===== src/hw/rtl/hwin_pkg.sv =====
// Shared constants, region codes and the sine table generator for the
// tapered window unit. No dependencies.
package hwin_pkg;

  localparam int MAX_WINDOWS       = 2;
  localparam int NUM_WINDOWS_DEF   = 2;
  localparam int SAMPLE_BITS_DEF   = 24;
  localparam int POSITION_BITS_DEF = 16;
  localparam int SINE_DEPTH_DEF    = 256;

  localparam int WEIGHT_BITS   = 16;
  localparam int CONTRIB_BITS  = 18;
  localparam int COUNT_BITS    = 2;
  localparam int ADDR_BITS     = 5;
  localparam int DATA_BITS     = 32;

  localparam longint unsigned HALF_PI_Q30 = 64'd1686629713;
  localparam logic [WEIGHT_BITS-1:0] UNITY_Q15 = 16'd32768;

  typedef enum logic [2:0] {
    REG_COUNT  = 3'd0,
    REG_W0_LOW = 3'd1,
    REG_W0_HI  = 3'd2,
    REG_W0_TAP = 3'd3,
    REG_W1_LOW = 3'd4,
    REG_W1_HI  = 3'd5,
    REG_W1_TAP = 3'd6
  } reg_index_t;

  typedef enum logic [2:0] {
    RG_BELOW = 3'd0,
    RG_RISE  = 3'd1,
    RG_FLAT  = 3'd2,
    RG_FALL  = 3'd3,
    RG_ABOVE = 3'd4
  } region_t;

  // Clocks from an accepted word to its result strobe.
  function automatic int latency(int depth);
    return $clog2(depth + 1) + 4;
  endfunction

  // Taylor series of sin(a), a in Q2.30, eight terms past the first.
  function automatic logic [WEIGHT_BITS-1:0] sine_q15(longint unsigned a);
    longint unsigned mag;
    longint          sum;
    longint unsigned v;
    int              n;
    mag = a;
    sum = longint'(a);
    for (n = 1; n <= 8; n++) begin
      mag = (mag * a) >> 30;
      mag = (mag * a) >> 30;
      case (n)
        1: mag = mag / 6;
        2: mag = mag / 20;
        3: mag = mag / 42;
        4: mag = mag / 72;
        5: mag = mag / 110;
        6: mag = mag / 156;
        7: mag = mag / 210;
        default: mag = mag / 272;
      endcase
      if (n % 2 == 1) sum = sum - longint'(mag);
      else            sum = sum + longint'(mag);
    end
    if (sum < 0) sum = 0;
    v = (longint'(sum) * 32768 + (64'd1 << 29)) >> 30;
    if (v > 32768) v = 32768;
    return v[WEIGHT_BITS-1:0];
  endfunction

endpackage


===== src/hw/rtl/hwin_merge.sv =====
// Merge stage: sums lane weights, clamps, forces unity weight on a config error, scales both samples.
// Depends on hwin_pkg.
module hwin_merge #(
  parameter int NUM_WINDOWS = hwin_pkg::NUM_WINDOWS_DEF,
  parameter int SAMPLE_BITS = hwin_pkg::SAMPLE_BITS_DEF
) (
  input  logic                                     clk,
  input  logic signed [hwin_pkg::CONTRIB_BITS-1:0] contrib [NUM_WINDOWS],
  input  logic                                     err,
  input  logic signed [SAMPLE_BITS-1:0]            sa,
  input  logic signed [SAMPLE_BITS-1:0]            sb,
  output logic signed [SAMPLE_BITS-1:0]            out_a,
  output logic signed [SAMPLE_BITS-1:0]            out_b,
  output logic [hwin_pkg::WEIGHT_BITS-1:0]         weight,
  output logic                                     config_error
);
  import hwin_pkg::*;

  localparam int SUMW = CONTRIB_BITS + 1;

  logic signed [SUMW-1:0]   sum;
  logic [16:0]              clamped;
  logic [17:0]              rnd;
  logic [WEIGHT_BITS-1:0]   w_next;

  always_comb begin
    sum = '0;
    for (int j = 0; j < NUM_WINDOWS; j++) sum = sum + SUMW'(contrib[j]);
    if (sum > SUMW'(65536))  clamped = 17'd65536;
    else if (sum < 0)        clamped = '0;
    else                     clamped = sum[16:0];
    rnd = {1'b0, clamped} + 18'd1;
    // unity weight passes the samples through unchanged
    w_next = err ? UNITY_Q15 : rnd[16:1];
  end

  logic [WEIGHT_BITS-1:0]         w_q;
  logic                           err_q;
  logic signed [SAMPLE_BITS-1:0]  sa_q, sb_q;

  always_ff @(posedge clk) begin
    w_q   <= w_next;
    err_q <= err;
    sa_q  <= sa;
    sb_q  <= sb;
  end

  localparam int PRW = SAMPLE_BITS + 1 + WEIGHT_BITS;

  function automatic logic [SAMPLE_BITS-1:0] scale(logic signed [SAMPLE_BITS-1:0] s,
                                                    logic [WEIGHT_BITS-1:0] w);
    logic [SAMPLE_BITS:0] mag;
    logic [PRW-1:0]       prod;
    logic [SAMPLE_BITS:0] r;
    mag  = s[SAMPLE_BITS-1] ? (SAMPLE_BITS+1)'(-$signed({s[SAMPLE_BITS-1], s}))
                            : (SAMPLE_BITS+1)'({1'b0, s});
    prod = PRW'(mag) * PRW'(w) + PRW'(16384);
    r    = prod[15 +: SAMPLE_BITS+1];
    if (s[SAMPLE_BITS-1]) r = -r;
    return r[SAMPLE_BITS-1:0];
  endfunction

  always_ff @(posedge clk) begin
    out_a        <= $signed(scale(sa_q, w_q));
    out_b        <= $signed(scale(sb_q, w_q));
    weight       <= w_q;
    config_error <= err_q;
  end

endmodule


===== config.mk =====
export PLATFORM = sky130hd
export DESIGN_NAME = hwin_merge
export DESIGN_NICKNAME = d
export VERILOG_FILES = /design/src/hw/rtl/hwin_pkg.sv /design/src/hw/rtl/hwin_merge.sv
export SDC_FILE = /design/constraint.sdc
export NUM_CORES = 2
export LEC_CHECK = 0
export BUFFER_PORTS_ARGS = -buffer_cell sky130_fd_sc_hd__buf_2
export CORE_UTILIZATION = 29
export DETAILED_ROUTE_END_ITERATION = 12
export GPL_TIMING_DRIVEN = 0
export PLACE_DENSITY_LB_ADDON = 0.25
export SLEW_MARGIN = 10
export SYNTH_ARGS = -nofsm -noshare
export SYNTH_HDL_FRONTEND = slang
export SYNTH_SLANG_ARGS = --single-unit

===== constraint.sdc =====
create_clock -name clk -period 12.3 [get_ports clk]
set_clock_uncertainty 0.2 [all_clocks]
set_input_delay 0.615 -clock clk [delete_from_list [all_inputs] [get_ports clk]]
set_output_delay 0.615 -clock clk [all_outputs]
set_load 0.005 [all_outputs]

Yosys cells after proc, flatten, opt, wreduce, memory -nomap -nowiden
Index checks and enable logic that the tools add are counted.
Word-level totals
  logic and storage cells: 26
  output and inout port bits: 65
  bits of input ports: 86
  flip-flop bits (word level): 130
Operators by class
  magnitude comparators: 2
  multipliers: 2
  mux-type cells: 6
  add/subtract/negate cells: 8
Operators by type and width (count)
  adder 39 x 15 -> 39 bit, second input constant: 2
  multiplier 25 x 16 -> 39 bit: 2
  two-way mux 25 bit: 2
  negation 24 -> 25 bit: 2
  two-way mux 24 bit: 2
  negation 24 bit: 2
  two-way mux 17 bit: 2
  adder 18 x 18 -> 19 bit: 1
  > comparator 19 x 18 -> 1 bit, second input constant: 1
  less-than comparator 19 x 1 -> 1 bit, second input constant: 1
  adder 17 x 1 -> 17 bit, second input constant: 1

Logic depth before layout (Yosys ltp)
  depth after elaboration: 6
  depth in mapped cells: 34
  gate-level depth less buffers: 32

Least setup slack after synthesis
No wires, ideal clock.
  kind: reg-to-reg
  from: register sa_q[6]
  to: register out_a[22]
  setup slack: 2.840 ns
  buffers on the path: 1
  cell stages (with the launch flop): 29
  arrival: 9.188 ns
  required time: 12.028 ns
  library setup time: 0.072 ns
  period minus slack after synthesis: 9.460 ns
  cells stage by stage: dfxtp_1 or4_1 or4_1 or4_1 or4_1 o21ai_0 xnor2_1 clkbuf_1 nand2_1 fa_1 fa_1 fa_1 inv_1 fa_1 fa_1 inv_1 fa_1 inv_1 ha_1 a21o_1 o21bai_1 a211oi_1 a211oi_1 or3_1 a21oi_1 or4b_4 or4_4 o41ai_2 xnor2_1
On the way
  longest elaborated chain between the ends: 6
RTL lines
  start, declared: line hwin_merge.sv:39  | logic signed [SAMPLE_BITS-1:0] sa_q, sb_q;
  start signal, assigned: line hwin_merge.sv:44  | sa_q <= sa;
  negation 24 -> 25 bit: line hwin_merge.sv:55  | mag = s[SAMPLE_BITS-1] ? (SAMPLE_BITS+1)'(-$signed({s[SAMPLE_BITS-1], s}))
  two-way mux 25 bit (*): line hwin_merge.sv:55
  multiplier 25 x 16 -> 39 bit (*): line hwin_merge.sv:57  | prod = PRW'(mag) * PRW'(w) + PRW'(16384);
  adder 39 x 15 -> 39 bit (*): line hwin_merge.sv:57
  negation 24 bit: line hwin_merge.sv:59  | if (s[SAMPLE_BITS-1]) r = -r;
  two-way mux 24 bit (*): line hwin_merge.sv:59
  end signal, assigned: line hwin_merge.sv:64  | out_a <= $signed(scale(sa_q, w_q));
  end, declared: line hwin_merge.sv:12  | output logic signed [SAMPLE_BITS-1:0] out_a,
Every way passes the cells marked *; elsewhere a longest branch is shown, timed or not.
A chain may end at the register's enable or synchronous reset.

Final worst setup path
  from: register sb_q[0]
  to: register out_b[23]
On the way
  longest elaborated chain between the ends: 6
RTL lines
  start, declared: line hwin_merge.sv:39
  start signal, assigned: line hwin_merge.sv:45  | sb_q <= sb;
  negation 24 -> 25 bit: line hwin_merge.sv:55
  two-way mux 25 bit (*): line hwin_merge.sv:55
  multiplier 25 x 16 -> 39 bit (*): line hwin_merge.sv:57
  adder 39 x 15 -> 39 bit (*): line hwin_merge.sv:57
  negation 24 bit: line hwin_merge.sv:59
  two-way mux 24 bit (*): line hwin_merge.sv:59
  end signal, assigned: line hwin_merge.sv:65  | out_b <= $signed(scale(sb_q, w_q));
  end, declared: line hwin_merge.sv:13  | output logic signed [SAMPLE_BITS-1:0] out_b,
Marks and branches as above.

==> results.json <==
{
  "power_density_nw_per_um2": 158.1,
  "slowest_stage": "xnor2_1",
  "final-hold-violation-count": 0,
  "fp-row-count": 121,
  "criticalPathCategory": "flop to flop",
  "drive_gt1_share_pct": 5.485,
  "fin_nets": 4854,
  "setup_viol": 0,
  "clock.fmax_ghz": 0.08703,
  "place_congestion": 0.9108,
  "grt_usage_pct": 18.26,
  "syn_to_final_growth_pct": 10.43,
  "cts_root_buf": "clkbuf_16",
  "crit_top_cell": "fa_1",
  "timing.max_cap.violations": 0,
  "rsz0062_at_grt": "no",
  "ios": 151,
  "p_leak_nw": 16.72,
  "async_flop_share_pct": 0,
  "ys_ff_latch": 130,
  "initial_utilization_pct": 29.30,
  "core-area_um2": 109000,
  "n_fill_cell": 11700,
  "use_met2_pct": 31.03,
  "grt_pass1_vias": 25750,
  "ys_top_cells_by_area": "fa_1, ha_1, inv_1",
  "ir_drop_v": 0.0001204,
  "htree_num_levels": 4,
  "antenna_found_initial": 17,
  "clk_latency_ns": 0.49,
  "r2r_cells": 32,
  "die_x_um": 333.8,
  "avgSynthCellArea_um2": 8.711,
  "arrival_ns": 11.69,
  "grtUsageMet1_pct": 22.89,
  "tightest_slew_ns": 1.249,
  "dp_hpwl_um": 84390,
  "cts_buffer_depth": 2,
  "synth_edf_count": 0,
  "slowest_delay_ns": 0.87,
  "syn_inst": 3666,
  "die_h_um": 333.8,
  "synth_cell_types": 83,
  "cts_sinks": 130,
  "vias": 25230,
  "viasPerCell": 4.756,
  "cp-start-kind": "flop",
  "ff2ff_setup_slack_ns": 0.81,
  "min_period_over_period_pct": 93.41,
  "top_usage_layer": "met2",
  "relSlewSlack_pct": 15.88,
  "synth_warnings": 0,
  "netlist_area_um2": 31930,
  "cts_tree": "done",
  "clkTransAtPathRegs_ns": 0.07,
  "slew_violations": 0,
  "fin_crit_ns": 11.49,
  "ys_seq_area_share_pct": 8.150,
  "cp.required_ns": 12.50,
  "min_path_type": "input pin to flop",
  "wl_um": 100000,
  "drt-initial-drc-count": 1563,
  "grtUsageMet3_pct": 4.227,
  "final_common_cell": "inv_1",
  "port_buffers": 150,
  "rr_startpoint": "sb_q[0]$_DFF_P_",
  "crit_end": "out_b[23]$_DFF_P_",
  "mostFrequentLayoutCells": "inv_1, fa_1, nand2_1, and2_1, ha_1",
  "drc_errors": 0,
  "cp-startpoint": "sb_q[0]$_DFF_P_",
  "grt_pass1_wl_um": 152700,
  "rr_endpoint": "out_b[23]$_DFF_P_",
  "yosysTopAreaCell": "fa_1",
  "dieArea_um2": 111400,
  "crit_path_end_kind": "flop",
  "finalPower_mw": 5.577,
  "synth_top_area_share_pct": 40.06,
  "detailed_place.area_um2": 34590,
  "ant_nets": 0,
  "synthFlopType": "dfxtp_1",
  "cts_made_buffers": 17,
  "postLayoutCellArea_um2": 35270,
  "finalSetupTns_ns": 0,
  "wire_per_inst_um": 18.86,
  "cp_max_fo": 10,
  "firstDrtPassIters": 6,
  "grt_overflow": 0,
  "outcome": "finished, final reports clean",
  "grt_max_degree": 17
}
[cell families (layout without fill, tap and decap cells)]
group / after synthesis / count (layout) / synth area share [%]
other: 2 / 36 / 0.02352
adder cells (fa/ha/maj): 898 / 898 / 50.21
buffers and inverters: 951 / 1142 / 11.19
AO/OA/AOI/OAI: 358 / 358 / 7.609
AND/OR/NAND/NOR: 1164 / 1164 / 18.30
multiplexers: 8 / 8 / 0.2664
flip-flops: 130 / 130 / 8.150
XOR/XNOR: 155 / 155 / 4.251
[layer usage]
| metal | part of all wire (%) | vias to the layer above |
|---|---|---|
| met5 | 0.12 | - |
| met4 | 2.8 | 18 |
| met3 | 7.2 | 135 |
| met2 | 48 | 720 |
| met1 | 42 | 12770 |
| li1 | - | 11590 |
[worst min-delay path by stage]
stage,startpoint,to,slack (ns),depth (start not counted)
floorplan,err_q$_DFF_P_,config_error$_DFF_P_,0.11,0
global placement,err_q$_DFF_P_,config_error$_DFF_P_,0.12,0
detailed placement,err_q$_DFF_P_,config_error$_DFF_P_,0.12,0
CTS,sb[5],sb_q[5]$_DFF_P_,0.002,1
global route,sa[3],sa_q[3]$_DFF_P_,0.01,1
finish,sb[5],sb_q[5]$_DFF_P_,0.03,1
[per-stage QoR]
step	setup WS, ns	util (%)	cells	hold WS, ns
2_1_floorplan	2.840	-	3692	0.1096
3_3_place_gp	0.9464	31.70	5256	0.1155
3_5_place_dp	0.9381	31.73	5257	0.1215
4_1_cts	0.8821	32.32	5297	0.001904
5_1_grt	0.2877	32.34	5300	0.01039
6_report	0.8102	32.35	5305	0.02903
[layout make-up]
class                   instances  area (um2)  area share [%]
plain buffers                 162       611.8           1.735
diodes                          8       20.02         0.05677
clock inverters                13       120.1          0.3406
flip-flops and latches        130        2603           7.380
repair buffers                159       838.3           2.377
inverters                     789        2962           8.398
clock buffers                  19       442.9           1.256
well taps                    1414        1769           5.017
multi-input cells            2611       25900           73.44
[cells in the mapped netlist, types with 7 or more instances]
cell       instances
a2111oi_0          7
a211o_1           10
a211oi_1          13
a21o_1            27
a21oi_1           79
a31oi_1            9
and2_1           342
and3_1            10
and4_1             8
clkbuf_1         156
dfxtp_1          130
fa_1             639
ha_1             259
inv_1            789
nand2_1          532
nand2b_1           9
nand3_1           26
nand4_1           26
nor2_1            76
nor2b_1           23
nor3_1            30
nor4_1            12
o211a_1            8
o211ai_1          19
o21a_1            15
o21ai_0           72
o21bai_1          12
o31ai_1           33
o41ai_1           10
or3_1             16
or4_1             15
xnor2_1          125
xor2_1            30
[critical path: cells and delay by family, from the launching register on]
kind	cells	cell delay, ns
XOR/XNOR	4	1.46
flip-flops	1	0.58
AND/OR/NAND/NOR	9	2.11
buffers and inverters	7	1.59
adder cells (fa/ha/maj)	8	3.64
AO/OA/AOI/OAI	4	1.78
[where the power goes]
group          internal (mW)  switching (mW)  total [mW]
logic                   1.69            2.78        4.47
clock network          0.271           0.246       0.517
registers              0.551          0.0384       0.590
[state kept, by name (all words and copies together), names as in the netlist]
name,cells
config_error,1
err_q,1
out_a,24
out_b,24
sa_q,24
sb_q,24
w_q,16
weight,16
[repair_timing]
item | CTS | global route
hold endpoints to repair | 8 | 0
buffers inserted | 0 | 0
gates resized for setup | 0 | 0
hold buffers | 8 | 0
(Power assumes the default switching activity.)
